[config.mk]
export PLATFORM = sky130hd
export DESIGN_NAME = short_packet_deframer_crc16
export DESIGN_NICKNAME = d
export VERILOG_FILES = /design/src/sv/spd_pkg.sv /design/src/sv/spd_front.sv /design/src/sv/spd_fifo.sv /design/src/sv/spd_back.sv /design/src/sv/short_packet_deframer_crc16.sv
export SDC_FILE = /design/constraint.sdc
export NUM_CORES = 1
export LEC_CHECK = 0
export BUFFER_PORTS_ARGS = -buffer_cell sky130_fd_sc_hd__buf_2
export CORE_MARGIN = 2
export CORE_UTILIZATION = 64
export CTS_CLUSTER_DIAMETER = 200
export CTS_CLUSTER_SIZE = 28
export DETAILED_ROUTE_END_ITERATION = 10
export MAX_ROUTING_LAYER = met4
export PLACE_DENSITY_LB_ADDON = 0.2
export SLEW_MARGIN = 15
export SYNTH_ARGS = -nofsm -noshare
export SYNTH_HDL_FRONTEND = slang
export SYNTH_HIERARCHICAL = 1
export SYNTH_SLANG_ARGS = --single-unit
export TNS_END_PERCENT = 50
[constraint.sdc]
create_clock -name clk_i -period 5.8 [get_ports clk_i]
set_input_delay 0.87 -clock clk_i [delete_from_list [all_inputs] [get_ports clk_i]]
set_output_delay 0.87 -clock clk_i [all_outputs]
set_load 0.005 [all_outputs]
[src/sv/spd_pkg.sv]
// Shared types, codes and the CRC-16 byte update for the short packet deframer.
// No dependencies; imported by every module of the block.
`default_nettype none

package spd_pkg;

  // Frame delimiters
  localparam logic [7:0] START_BYTE = 8'd2;
  localparam logic [7:0] STOP_BYTE  = 8'd3;

  // Register indexes on the configuration port
  localparam logic [1:0] REG_MAX_PAYLOAD = 2'd0;
  localparam logic [1:0] REG_CRC_POLY    = 2'd1;
  localparam logic [1:0] REG_CRC_INIT    = 2'd2;

  // Register reset values
  localparam logic [7:0]  MAX_PAYLOAD_RST = 8'd255;
  localparam logic [15:0] CRC_POLY_RST    = 16'h1021;
  localparam logic [15:0] CRC_INIT_RST    = 16'h0000;

  // Result kinds
  localparam logic KIND_DATA   = 1'b0;
  localparam logic KIND_REPORT = 1'b1;

  // Queue depth between front and back
  localparam int unsigned QUEUE_DEPTH = 2;
  localparam int unsigned QPTR_W      = $clog2(QUEUE_DEPTH);
  localparam int unsigned QCNT_W      = $clog2(QUEUE_DEPTH + 1);

  typedef enum logic [2:0] {
    PH_HUNT,
    PH_LEN,
    PH_DATA,
    PH_CRC_HI,
    PH_CRC_LO,
    PH_STOP
  } phase_e;

  typedef enum logic [1:0] {
    ST_OK   = 2'd0,
    ST_LEN  = 2'd1,
    ST_CRC  = 2'd2,
    ST_STOP = 2'd3
  } status_e;

  // Configuration as seen by the front end
  typedef struct packed {
    logic [7:0]  max_payload;
    logic [15:0] crc_poly;
    logic [15:0] crc_init;
  } cfg_t;

  // Compact queue entry: value is the payload byte or the frame length
  typedef struct packed {
    logic        kind;
    logic [7:0]  value;
    status_e     status;
  } entry_t;

  // One byte through an MSB-first CRC-16, no reflection
  function automatic logic [15:0] crc_feed(logic [15:0] crc, logic [7:0] b,
                                           logic [15:0] poly);
    logic [15:0] c;
    c = crc ^ {b, 8'h00};
    for (int i = 0; i < 8; i++) begin
      c = c[15] ? ((c << 1) ^ poly) : (c << 1);
    end
    return c;
  endfunction

endpackage

`default_nettype wire

[src/sv/spd_front.sv]
// Front end: accepts received bytes, tracks the frame phase and CRC, and
// pushes classified entries into the queue. Depends on spd_pkg.
`default_nettype none

module spd_front (
  input  wire logic          clk_i,
  input  wire logic          rst_ni,
  input  wire spd_pkg::cfg_t cfg_i,
  input  wire logic          rx_valid_i,
  input  wire logic [7:0]    rx_byte_i,
  input  wire logic          q_full_i,
  output logic               rx_stall_o,
  output logic               push_o,
  output spd_pkg::entry_t    entry_o
);
  import spd_pkg::*;

  phase_e      phase_q, phase_d;
  logic [7:0]  exp_len_q, exp_len_d;
  logic [7:0]  seen_q, seen_d;
  logic [15:0] crc_q, crc_d;
  logic [7:0]  crc_hi_q, crc_hi_d;

  logic        accept;
  logic [7:0]  seen_inc;
  logic [15:0] crc_next;
  logic        len_bad;
  logic        crc_bad;

  assign rx_stall_o = q_full_i;
  assign accept     = rx_valid_i && !q_full_i;
  assign seen_inc   = seen_q + 8'd1;
  assign crc_next   = crc_feed(crc_q, rx_byte_i, cfg_i.crc_poly);
  assign len_bad    = (rx_byte_i == 8'd0) || (rx_byte_i > cfg_i.max_payload);
  assign crc_bad    = {crc_hi_q, rx_byte_i} != crc_q;

  // Next phase
  always_comb begin
    phase_d = phase_q;
    if (accept) begin
      case (phase_q)
        PH_HUNT:   if (rx_byte_i == START_BYTE) phase_d = PH_LEN;
        PH_LEN:    phase_d = len_bad ? PH_HUNT : PH_DATA;
        PH_DATA:   if (seen_inc >= exp_len_q) phase_d = PH_CRC_HI;
        PH_CRC_HI: phase_d = PH_CRC_LO;
        PH_CRC_LO: phase_d = crc_bad ? PH_HUNT : PH_STOP;
        PH_STOP:   phase_d = PH_HUNT;
        default:   phase_d = PH_HUNT;
      endcase
    end
  end

  // Queue push and entry contents
  always_comb begin
    push_o         = 1'b0;
    entry_o.kind   = KIND_DATA;
    entry_o.value  = rx_byte_i;
    entry_o.status = ST_OK;
    if (accept) begin
      case (phase_q)
        PH_LEN: begin
          if (len_bad) begin
            push_o         = 1'b1;
            entry_o.kind   = KIND_REPORT;
            entry_o.status = ST_LEN;
          end
        end
        PH_DATA: push_o = 1'b1;
        PH_CRC_LO: begin
          if (crc_bad) begin
            push_o         = 1'b1;
            entry_o.kind   = KIND_REPORT;
            entry_o.value  = exp_len_q;
            entry_o.status = ST_CRC;
          end
        end
        PH_STOP: begin
          push_o         = 1'b1;
          entry_o.kind   = KIND_REPORT;
          entry_o.value  = exp_len_q;
          entry_o.status = (rx_byte_i == STOP_BYTE) ? ST_OK : ST_STOP;
        end
        default: push_o = 1'b0;
      endcase
    end
  end

  // Frame datapath: length, count, CRC, saved high CRC byte
  always_comb begin
    exp_len_d = exp_len_q;
    seen_d    = seen_q;
    crc_d     = crc_q;
    crc_hi_d  = crc_hi_q;
    if (accept) begin
      case (phase_q)
        PH_LEN: begin
          exp_len_d = len_bad ? 8'd0 : rx_byte_i;
          seen_d    = 8'd0;
          crc_d     = len_bad ? 16'd0 : cfg_i.crc_init;
          crc_hi_d  = 8'd0;
        end
        PH_DATA: begin
          seen_d = seen_inc;
          crc_d  = crc_next;
        end
        PH_CRC_HI: crc_hi_d = rx_byte_i;
        PH_CRC_LO: begin
          if (crc_bad) begin
            exp_len_d = 8'd0;
            seen_d    = 8'd0;
            crc_d     = 16'd0;
            crc_hi_d  = 8'd0;
          end
        end
        PH_STOP: begin
          exp_len_d = 8'd0;
          seen_d    = 8'd0;
          crc_d     = 16'd0;
          crc_hi_d  = 8'd0;
        end
        default: begin
          exp_len_d = exp_len_q;
        end
      endcase
    end
  end

  always_ff @(posedge clk_i or negedge rst_ni) begin
    if (!rst_ni) begin
      phase_q   <= PH_HUNT;
      exp_len_q <= 8'd0;
      seen_q    <= 8'd0;
      crc_q     <= 16'd0;
      crc_hi_q  <= 8'd0;
    end else begin
      phase_q   <= phase_d;
      exp_len_q <= exp_len_d;
      seen_q    <= seen_d;
      crc_q     <= crc_d;
      crc_hi_q  <= crc_hi_d;
    end
  end

endmodule

`default_nettype wire

[src/sv/spd_fifo.sv]
// Short entry queue between the front end and the output stage.
// Depends on spd_pkg for the entry type and depth.
`default_nettype none

module spd_fifo (
  input  wire logic            clk_i,
  input  wire logic            rst_ni,
  input  wire logic            push_i,
  input  wire spd_pkg::entry_t entry_i,
  input  wire logic            pop_i,
  output spd_pkg::entry_t      head_o,
  output logic                 full_o,
  output logic                 empty_o
);
  import spd_pkg::*;

  entry_t            mem_q [QUEUE_DEPTH];
  logic [QPTR_W-1:0] wr_ptr_q, rd_ptr_q;
  logic [QCNT_W-1:0] count_q;

  assign full_o  = count_q == QCNT_W'(QUEUE_DEPTH);
  assign empty_o = count_q == '0;
  assign head_o  = mem_q[rd_ptr_q];

  // Store pushed entries
  always_ff @(posedge clk_i) begin
    if (push_i) begin
      mem_q[wr_ptr_q] <= entry_i;
    end
  end

  // Advance pointers and track fill level
  always_ff @(posedge clk_i or negedge rst_ni) begin
    if (!rst_ni) begin
      wr_ptr_q <= '0;
      rd_ptr_q <= '0;
      count_q  <= '0;
    end else begin
      if (push_i) begin
        wr_ptr_q <= (wr_ptr_q == QPTR_W'(QUEUE_DEPTH - 1)) ? '0 : wr_ptr_q + 1'b1;
      end
      if (pop_i) begin
        rd_ptr_q <= (rd_ptr_q == QPTR_W'(QUEUE_DEPTH - 1)) ? '0 : rd_ptr_q + 1'b1;
      end
      case ({push_i, pop_i})
        2'b10:   count_q <= count_q + 1'b1;
        2'b01:   count_q <= count_q - 1'b1;
        default: count_q <= count_q;
      endcase
    end
  end

endmodule

`default_nettype wire

[src/sv/spd_back.sv]
// Output stage: pops queue entries, expands them into result fields and
// holds them in the output register until transferred. Depends on spd_pkg.
`default_nettype none

module spd_back (
  input  wire logic            clk_i,
  input  wire logic            rst_ni,
  input  wire logic            q_empty_i,
  input  wire spd_pkg::entry_t head_i,
  output logic                 pop_o,
  output logic                 tx_valid_o,
  input  wire logic            tx_stall_i,
  output logic                 kind_o,
  output logic [7:0]           data_byte_o,
  output logic [1:0]           status_o,
  output logic [7:0]           frame_length_o,
  output logic                 last_o
);
  import spd_pkg::*;

  logic       valid_q;
  logic       kind_q;
  logic [7:0] data_q, len_q;
  logic [1:0] status_q;
  logic       load;
  logic       is_report;

  assign load      = !valid_q || !tx_stall_i;
  assign pop_o     = load && !q_empty_i;
  assign is_report = head_i.kind == KIND_REPORT;

  always_ff @(posedge clk_i or negedge rst_ni) begin
    if (!rst_ni) begin
      valid_q <= 1'b0;
    end else if (load) begin
      valid_q <= !q_empty_i;
    end
  end

  // Expand the entry into result fields
  always_ff @(posedge clk_i) begin
    if (pop_o) begin
      kind_q   <= head_i.kind;
      data_q   <= is_report ? 8'd0 : head_i.value;
      len_q    <= is_report ? head_i.value : 8'd0;
      status_q <= is_report ? head_i.status : ST_OK;
    end
  end

  assign tx_valid_o     = valid_q;
  assign kind_o         = kind_q;
  assign data_byte_o    = data_q;
  assign status_o       = status_q;
  assign frame_length_o = len_q;
  assign last_o         = kind_q;

endmodule

`default_nettype wire

[src/sv/short_packet_deframer_crc16.sv]
// Short packet deframer with CRC-16 check: top level with configuration port.
// A result is written into the queue when its byte is accepted, then loaded into the output register.
// Throughput: 1 byte per cycle; the front end stalls only when the 2-entry
// queue is full, which happens only while the output side stalls.
// Reset clears the frame phase, queue and output valid; registers take their
// reset values (max payload 255, polynomial 0x1021, start value 0).
`default_nettype none

module short_packet_deframer_crc16 (
  input  wire logic        clk_i,
  input  wire logic        rst_ni,
  // configuration port
  input  wire logic        psel,
  input  wire logic        penable,
  input  wire logic        pwrite,
  input  wire logic [3:0]  paddr,
  input  wire logic [31:0] pwdata,
  output logic [31:0]      prdata,
  output logic             pready,
  // received bytes
  input  wire logic        rx_valid_i,
  output logic             rx_stall_o,
  input  wire logic [7:0]  rx_byte_i,
  // results
  output logic             tx_valid_o,
  input  wire logic        tx_stall_i,
  output logic             kind_o,
  output logic [7:0]       data_byte_o,
  output logic [1:0]       status_o,
  output logic [7:0]       frame_length_o,
  output logic             last_o
);
  import spd_pkg::*;

  logic [7:0]  max_payload_q;
  logic [15:0] crc_poly_q, crc_init_q;
  cfg_t        cfg;
  logic        cfg_wr;
  logic [1:0]  reg_idx;

  logic        q_push, q_pop, q_full, q_empty;
  entry_t      q_entry, q_head;

  // Register writes
  assign pready  = 1'b1;
  assign cfg_wr  = psel && penable && pwrite && pready;
  assign reg_idx = paddr[3:2];

  always_ff @(posedge clk_i or negedge rst_ni) begin
    if (!rst_ni) begin
      max_payload_q <= MAX_PAYLOAD_RST;
      crc_poly_q    <= CRC_POLY_RST;
      crc_init_q    <= CRC_INIT_RST;
    end else if (cfg_wr) begin
      case (reg_idx)
        REG_MAX_PAYLOAD: max_payload_q <= pwdata[7:0];
        REG_CRC_POLY:    crc_poly_q    <= pwdata[15:0];
        REG_CRC_INIT:    crc_init_q    <= pwdata[15:0];
        default:         max_payload_q <= max_payload_q;
      endcase
    end
  end

  // Register reads
  always_comb begin
    case (reg_idx)
      REG_MAX_PAYLOAD: prdata = {24'd0, max_payload_q};
      REG_CRC_POLY:    prdata = {16'd0, crc_poly_q};
      REG_CRC_INIT:    prdata = {16'd0, crc_init_q};
      default:         prdata = 32'd0;
    endcase
  end

  assign cfg.max_payload = max_payload_q;
  assign cfg.crc_poly    = crc_poly_q;
  assign cfg.crc_init    = crc_init_q;

  spd_front u_front (
    .clk_i      (clk_i),
    .rst_ni     (rst_ni),
    .cfg_i      (cfg),
    .rx_valid_i (rx_valid_i),
    .rx_byte_i  (rx_byte_i),
    .q_full_i   (q_full),
    .rx_stall_o (rx_stall_o),
    .push_o     (q_push),
    .entry_o    (q_entry)
  );

  spd_fifo u_fifo (
    .clk_i   (clk_i),
    .rst_ni  (rst_ni),
    .push_i  (q_push),
    .entry_i (q_entry),
    .pop_i   (q_pop),
    .head_o  (q_head),
    .full_o  (q_full),
    .empty_o (q_empty)
  );

  spd_back u_back (
    .clk_i          (clk_i),
    .rst_ni         (rst_ni),
    .q_empty_i      (q_empty),
    .head_i         (q_head),
    .pop_o          (q_pop),
    .tx_valid_o     (tx_valid_o),
    .tx_stall_i     (tx_stall_i),
    .kind_o         (kind_o),
    .data_byte_o    (data_byte_o),
    .status_o       (status_o),
    .frame_length_o (frame_length_o),
    .last_o         (last_o)
  );

  // Front never pushes into a full queue
  a_no_overflow: assert property (@(posedge clk_i) disable iff (!rst_ni)
    !(q_push && q_full))
    else $error("push into full queue");

  // Back never pops an empty queue
  a_no_underflow: assert property (@(posedge clk_i) disable iff (!rst_ni)
    !(q_pop && q_empty))
    else $error("pop from empty queue");

  // A status report always closes a frame, a payload byte never does
  a_last_on_report: assert property (@(posedge clk_i) disable iff (!rst_ni)
    tx_valid_o |-> (last_o == kind_o))
    else $error("last does not match result kind");

  // A payload byte carries no status or length
  a_data_clean: assert property (@(posedge clk_i) disable iff (!rst_ni)
    (tx_valid_o && (kind_o == KIND_DATA)) |-> (status_o == ST_OK && frame_length_o == 8'd0))
    else $error("payload result carries report fields");

  // A stalled result stays offered
  a_hold_valid: assert property (@(posedge clk_i) disable iff (!rst_ni)
    (tx_valid_o && tx_stall_i) |=> tx_valid_o)
    else $error("result dropped while stalled");

endmodule

`default_nettype wire

# Word level (Yosys, flattened, before mapping)
# Memories as Yosys holds them, arrays and structs flattened.
# Cells that the tools add are included.
# classes
add_sub_neg	5
n_lt_le_gt_ge	2
n_eq_ne	16
mux	38
n_bitwise	9
reduce_logical	29
# op_table
cell	n
$mux 16	10
$xor 16x16->16	9
$pmux 8 s3	3
$pmux 16 s4	1
$pmux 16 s3	1
$mux 11	2
$eq 8x2->1 const B	2
$mux 8	2
$ne 16x16->1	1
$pmux 8 s2	1
$pmux 3 s5	1
$reduce_and 3->1	5
$mux 3	3
$reduce_bool 3->1	3
$add 8x1->8 const B	1
$ge 8x8->1	1
$gt 8x8->1	1
$logic_not 8->1	1
$mux 1	8
$eq 2x2->1 const B	3
$eq 3x2->1 const B	2
$eq 3x3->1 const B	2
$ne 2x1->1 const B	3
$pmux 1 s3	2
other kinds (17)	31
# word_totals
ff_bits	107
mem_bits_rw	22
input_bits	51
out_inout_bits	55
wordCells	116
n_memories	1
# memory_table
name	depth	width	read_ports	rd_ports_with_merged_regs	wr	line_no	text
u_fifo.mem_q	2	11	1	0	1	spd_fifo.sv:17	entry_t mem_q [QUEUE_DEPTH];

# Logic depth before layout (Yosys ltp)
# logic_depth
ltp_word	18
ltp_mapped	19
mapped_depth_nobuf	18

# Modules after synthesis
# The synthesis kept the hierarchy.
# modules_own_cells
mod	n_inst	cells_each	area_per_inst_um2	seq_area_each_um2
spd_front	1	656	5226.3	1076.0
short_packet_deframer_crc16	1	145	1970.6	1014.7
spd_fifo	1	50	978.4	760.7
spd_back	1	42	769.5	595.6

# Worst setup path before layout
# Ideal clock, no wire load.
# synth_path
path_type	input to register
start	in rx_byte_i[6]
end	reg u_front.crc_q[15]
setup_ns	0.130
arrival_time_ns	4.198
required_ns	5.670
slack_ns	1.472
cell_stages	15
path_buffers	3
cell_sequence	buf_2 xor2_2 nand3_1 and2_1 buf_2 a211oi_1 nor3_4 xor2_2 xnor3_1 or3_1 nand4_1 buf_2 nand3_1 xnor3_1 o21ai_1
# synth_via
elab_chain_cells	17
word_cells_on_any_way	24
classes_between	order compare (1); eq/ne (2); mux (10); bitwise (8); reduce/logical (3)
# synth_rtl
element	line_no	text
start, declared	short_packet_deframer_crc16.sv:23	input wire logic [7:0] rx_byte_i,
$xor 16x16->16	spd_pkg.sv:64	c = crc ^ {b, 8'h00};
$xor 16x16->16	spd_pkg.sv:66	c = c[15] ? ((c << 1) ^ poly) : (c << 1);
$mux 16 (2 in series)	spd_pkg.sv:66	
$xor 16x16->16	spd_pkg.sv:66	
$mux 16	spd_pkg.sv:66	
$xor 16x16->16	spd_pkg.sv:66	
$mux 16	spd_pkg.sv:66	
$xor 16x16->16	spd_pkg.sv:66	
$mux 16	spd_pkg.sv:66	
$xor 16x16->16	spd_pkg.sv:66	
$mux 16	spd_pkg.sv:66	
$xor 16x16->16	spd_pkg.sv:66	
$mux 16	spd_pkg.sv:66	
$xor 16x16->16	spd_pkg.sv:66	
$mux 16	spd_pkg.sv:66	
$pmux 16 s4	spd_front.sv:95	case (phase_q)
end signal, assigned	spd_front.sv:139	crc_q <= crc_d;
end, declared	spd_front.sv:21	logic [15:0] crc_q, crc_d;
# Several ways; a longest one is shown, not always the timed one.
# A chain may end at the register's enable or synchronous reset.

# Worst setup path in the final report
# layout_path
start	in rx_byte_i[6]
end	reg u_front.crc_q[14]
# The elaborated chain is that of the path after synthesis.

==> impl_results.md <==
- Status: complete, no violations
- Routed wire length: 22300 um
- Max-cap viol count: 0
- Pleak: about 4.2 nW
- Vias: about 6900
- # DRC: 0
- Worst path max stage delay: about 870 ps
- Asr flop ratio synth: between 60 and 70%
- CP arrival: between 5000 and 6000 ps
- Layout Nets: between 900 and 1000
- Hold buffer count at cts: 0
- Minimum clock period: around 5500 ps
- Worst-path clk slew: ~60 ps
- Number of global-route vias before repair: between 6000 and 7000
- # rows: 43
- RD Place Congestion: ~0.95
- Synth unique cells: 79
- Crit share post-route: 95.1%
- ANT cells: 0
- Switch Pwr: 0.00318 W
- EDFF count, synth: 41
- Pins Over Slew Limit: 0
- Post-DP HPWL: around 15000 um
- Antenna violations before repair: 0
- Via density: ~6
- Seq cells post-synth: around 130
- Comb pwr share: roughly 65%
- Most used flip-flop cell after synthesis: dfrtp_1
- Register share of total power: between 20% and 30%
- Clk buf depth: 2
- Final setup vio count: 0
- Worst reg-to-reg setup slack: about 500 ps
- Layout cell share with drive strength beyond 1: a little under a quarter
- CTS H-tree lvls: 4
- PD cells: ~760 nW/um2
- Worst Path Class, Setup: input pin to flop
- Clk_lat worst skew: ~420 ps
- Io pins: about 110
- Die height: 122 um
- Switching share of total power: 42.9%
- Fin util: between 70 and 80%
- Post-CTS Setup Bufs: 0
- Most frequent cell on the critical path: xnor3_1
- CP Capture Type: flop
- Crit-path cells: buf_2, xnor2_1, o21ai_2, and2_1, a211oi_1, nor3_4, xor2_2, xnor3_1, o2111ai_1, nand4_1, nand3_1, xnor3_1, o21ai_1
- DR iter-0 viols: between 800 and 900
- Worst r2r path cells: 12
- Root buffer cell: clkbuf_16
- CTS tree: done
- VDD IR-drop max: about 0.00053 V
- Synth warn: 6
- Least-Margin Pin Slew: 1180 ps
- Clock sink total: roughly 130
- Internal Power: roughly 0.0042 W
- Post-cts resize count: 0
- Drt pass-1 iters: 6
- Wirelength per Cell: around 20 um
- Worst setup SP type: input pin
- Tot GR Track Use: 31.7%
- Final Skew: about 14 ps
- Maximum number of pins on one net before global-route repair: 65
- Grt ovf: 0
- Clock share of power: around an eighth
- Final setup TNS: 0 ps
- Peak Freq: 181 MHz
- Largest area contributor in the netlist: dfrtp_1
- Synthesized area: just under 9000 um2
- Crit Path Max Fanout: 16
- Fin. Hold Viols: 0
- ANT nets after route: 0
- Synth top area share: a little over a fifth
- Placed insts: ~1100
- Core area: 13800 um2
- Initial Util: between 60% and 70%
- Die Wd: ~120 um
- PortBufs: 70
- RR Endpoint: u_front/crc_q[14]
- First-pass GRT wire length: 35500 um
- Worst hold-check path type: input pin to asynchronous set/reset pin
- Seq/Total Area, Yosys: approximately two fifths
- Post-Synthesis Cells: about 890
- CP required: slightly above 6000 ps
- Synth area leaders: dfrtp_1 (22%), edfxtp_1 (14%), xnor2_1 (9.5%)
- DIE AREA: 14900 um2
- Slew HR: approximately a fifth
- Area grow syn2layout: 9.33%
- Worst R2R Start: u_front/crc_q[14]
- TritonCTS Buffers: 17
- RSZ-0062 raised after global routing: no
- Fin cells: between 1000 and 1500
- Post-Syn Area per Cell: between 10 and 15 um2
- CP max-delay cell: xnor2_1
[cells in the final DEF, fill, tap and decap left out, types with 18 or more instances in the layout]
cell type    n
nand2_1    138
xnor2_1     97
nor2_1      27
o21ai_0     38
ha_1        18
buf_2       69
edfxtp_1    41
mux2_2      48
nand3_1     36
dfrtp_1     77
inv_1       23
a22o_1      23
xor2_1      29
[kinds of logic after synthesis]
kind of cell / after synthesis / share of synthesized area (%)
simple gates: 277 / 15.1
compound gates: 147 / 11.5
xor+xnor: 147 / 17.4
flops: 129 / 38.5
buf+inv: 105 / 6.08
mux: 68 / 8.84
fa+ha+maj: 18 / 2.52
other cells: 2 / 0.0840
[through the flow]
| stage | instance area [um2] | worst slack [ps] | hold WS (ps) | power, W |
|---|---|---|---|---|
| CTS | 9770 | 527 | 353 | 0.00730 |
| finish | 9780 | 283 | 347 | 0.00740 |
| global placement | 9230 | 235 | 470 | 0.00612 |
| detailed placement | 9230 | 137 | 491 | 0.00626 |
| global route | 9780 | 75.3 | 367 | 0.00780 |
| floorplan | 9000 | 1470 | 456 | 0.00541 |
[final cells by class]
| class | instances | area (um2) |
|---|---|---|
| multi-input cells | 674 | 5020 |
| fillers | 1008 | 3990 |
| flip-flops and latches | 129 | 3450 |
| repair buffers | 84 | 458 |
| clock buffers | 17 | 425 |
| well taps | 180 | 225 |
| clock inverters | 15 | 113 |
| inverters | 24 | 90.1 |
[power groups by stage]
stage          Clock [W]  Sequential (W)  Combinational (W)
2_1_floorplan          0         0.00149            0.00392
3_3_place_gp           0         0.00163            0.00449
3_5_place_dp           0         0.00165            0.00461
4_1_cts         0.000982         0.00164            0.00468
5_1_grt          0.00102         0.00168            0.00510
6_report        0.000974         0.00165            0.00478
[layer usage]
| layer | GRT usage [%] | vias up | routed length (um) |
|---|---|---|---|
| met2 | 51.0 | 347 | 10900 |
| met5 | - | - | 0 |
| met3 | 6.27 | 51 | 1660 |
| met1 | 41.1 | 3393 | 9250 |
| li1 | - | 3128 | - |
| met4 | 9.05 | 0 | 458 |
[critical path: cells and delay by family]
kind                      cells  cell delay (ps)
buffers and inverters         1              190
AOI/OAI and AO/OA             4             1050
xor gates and xnor gates      4             2110
and+or+nand+nor               4             1600
[Yosys cell counts (3+ instances only)]
library cell and count:
o21ai_1 13, and2_2 6, dfrtp_1 77, nand4_1 6, a32oi_1 3, inv_1 23
xor3_1 6, buf_6 3, nor3b_1 3, buf_2 16, xor2_2 3, a21oi_1 15
mux2_4 10, ha_1 18, mux2i_1 10, nand2b_1 6, xnor3_1 10, and3_1 6
xnor2_1 97, and2_1 9, nand3_1 36, mux2_2 48, a31oi_1 3, nand2_1 138
clkbuf_1 35, a21oi_2 3, o21ai_0 38, buf_4 24, nor2_1 27, a22oi_1 14
a22o_1 23, xor2_1 29, a211oi_1 5, dfstp_2 11, and2b_2 9, nor2b_1 7
nor4_1 6, nor3_1 5, edfxtp_1 41
[flip-flops by register name, summed over array words and instances, names as in the netlist]
| signal | flops |
|---|---|
| u_fifo/mem_q | 22 |
| crc_init_q | 16 |
| crc_poly_q | 16 |
| u_front/crc_q | 16 |
| max_payload_q | 8 |
| u_back/data_byte_o | 8 |
| u_back/frame_length_o | 8 |
| u_front/crc_hi_q | 8 |
| u_front/exp_len_q | 8 |
| u_front/seen_q | 8 |
| u_front/phase_q | 3 |
| u_back/status_o | 2 |
| u_fifo/count_q | 2 |
| u_back/kind_o | 1 |
| u_back/tx_valid_o | 1 |
| u_fifo/rd_ptr_q | 1 |
| u_fifo/wr_ptr_q | 1 |
[worst max-delay path by stage]
stage	cells past startpoint	startpoint	slack [ps]	end
final	13	rx_byte_i[6]	280	u_front/crc_q[14]
after detailed placement	13	rx_byte_i[6]	140	u_front/crc_q[13]
after global placement	13	rx_byte_i[6]	230	u_front/crc_q[10]
after CTS	13	rx_byte_i[6]	530	u_front/crc_q[14]
after global routing	13	rx_byte_i[6]	80	u_front/crc_q[9]
after floorplan	15	rx_byte_i[6]	1470	u_front/crc_q[15]
Power figures use the tool's default switching activity.
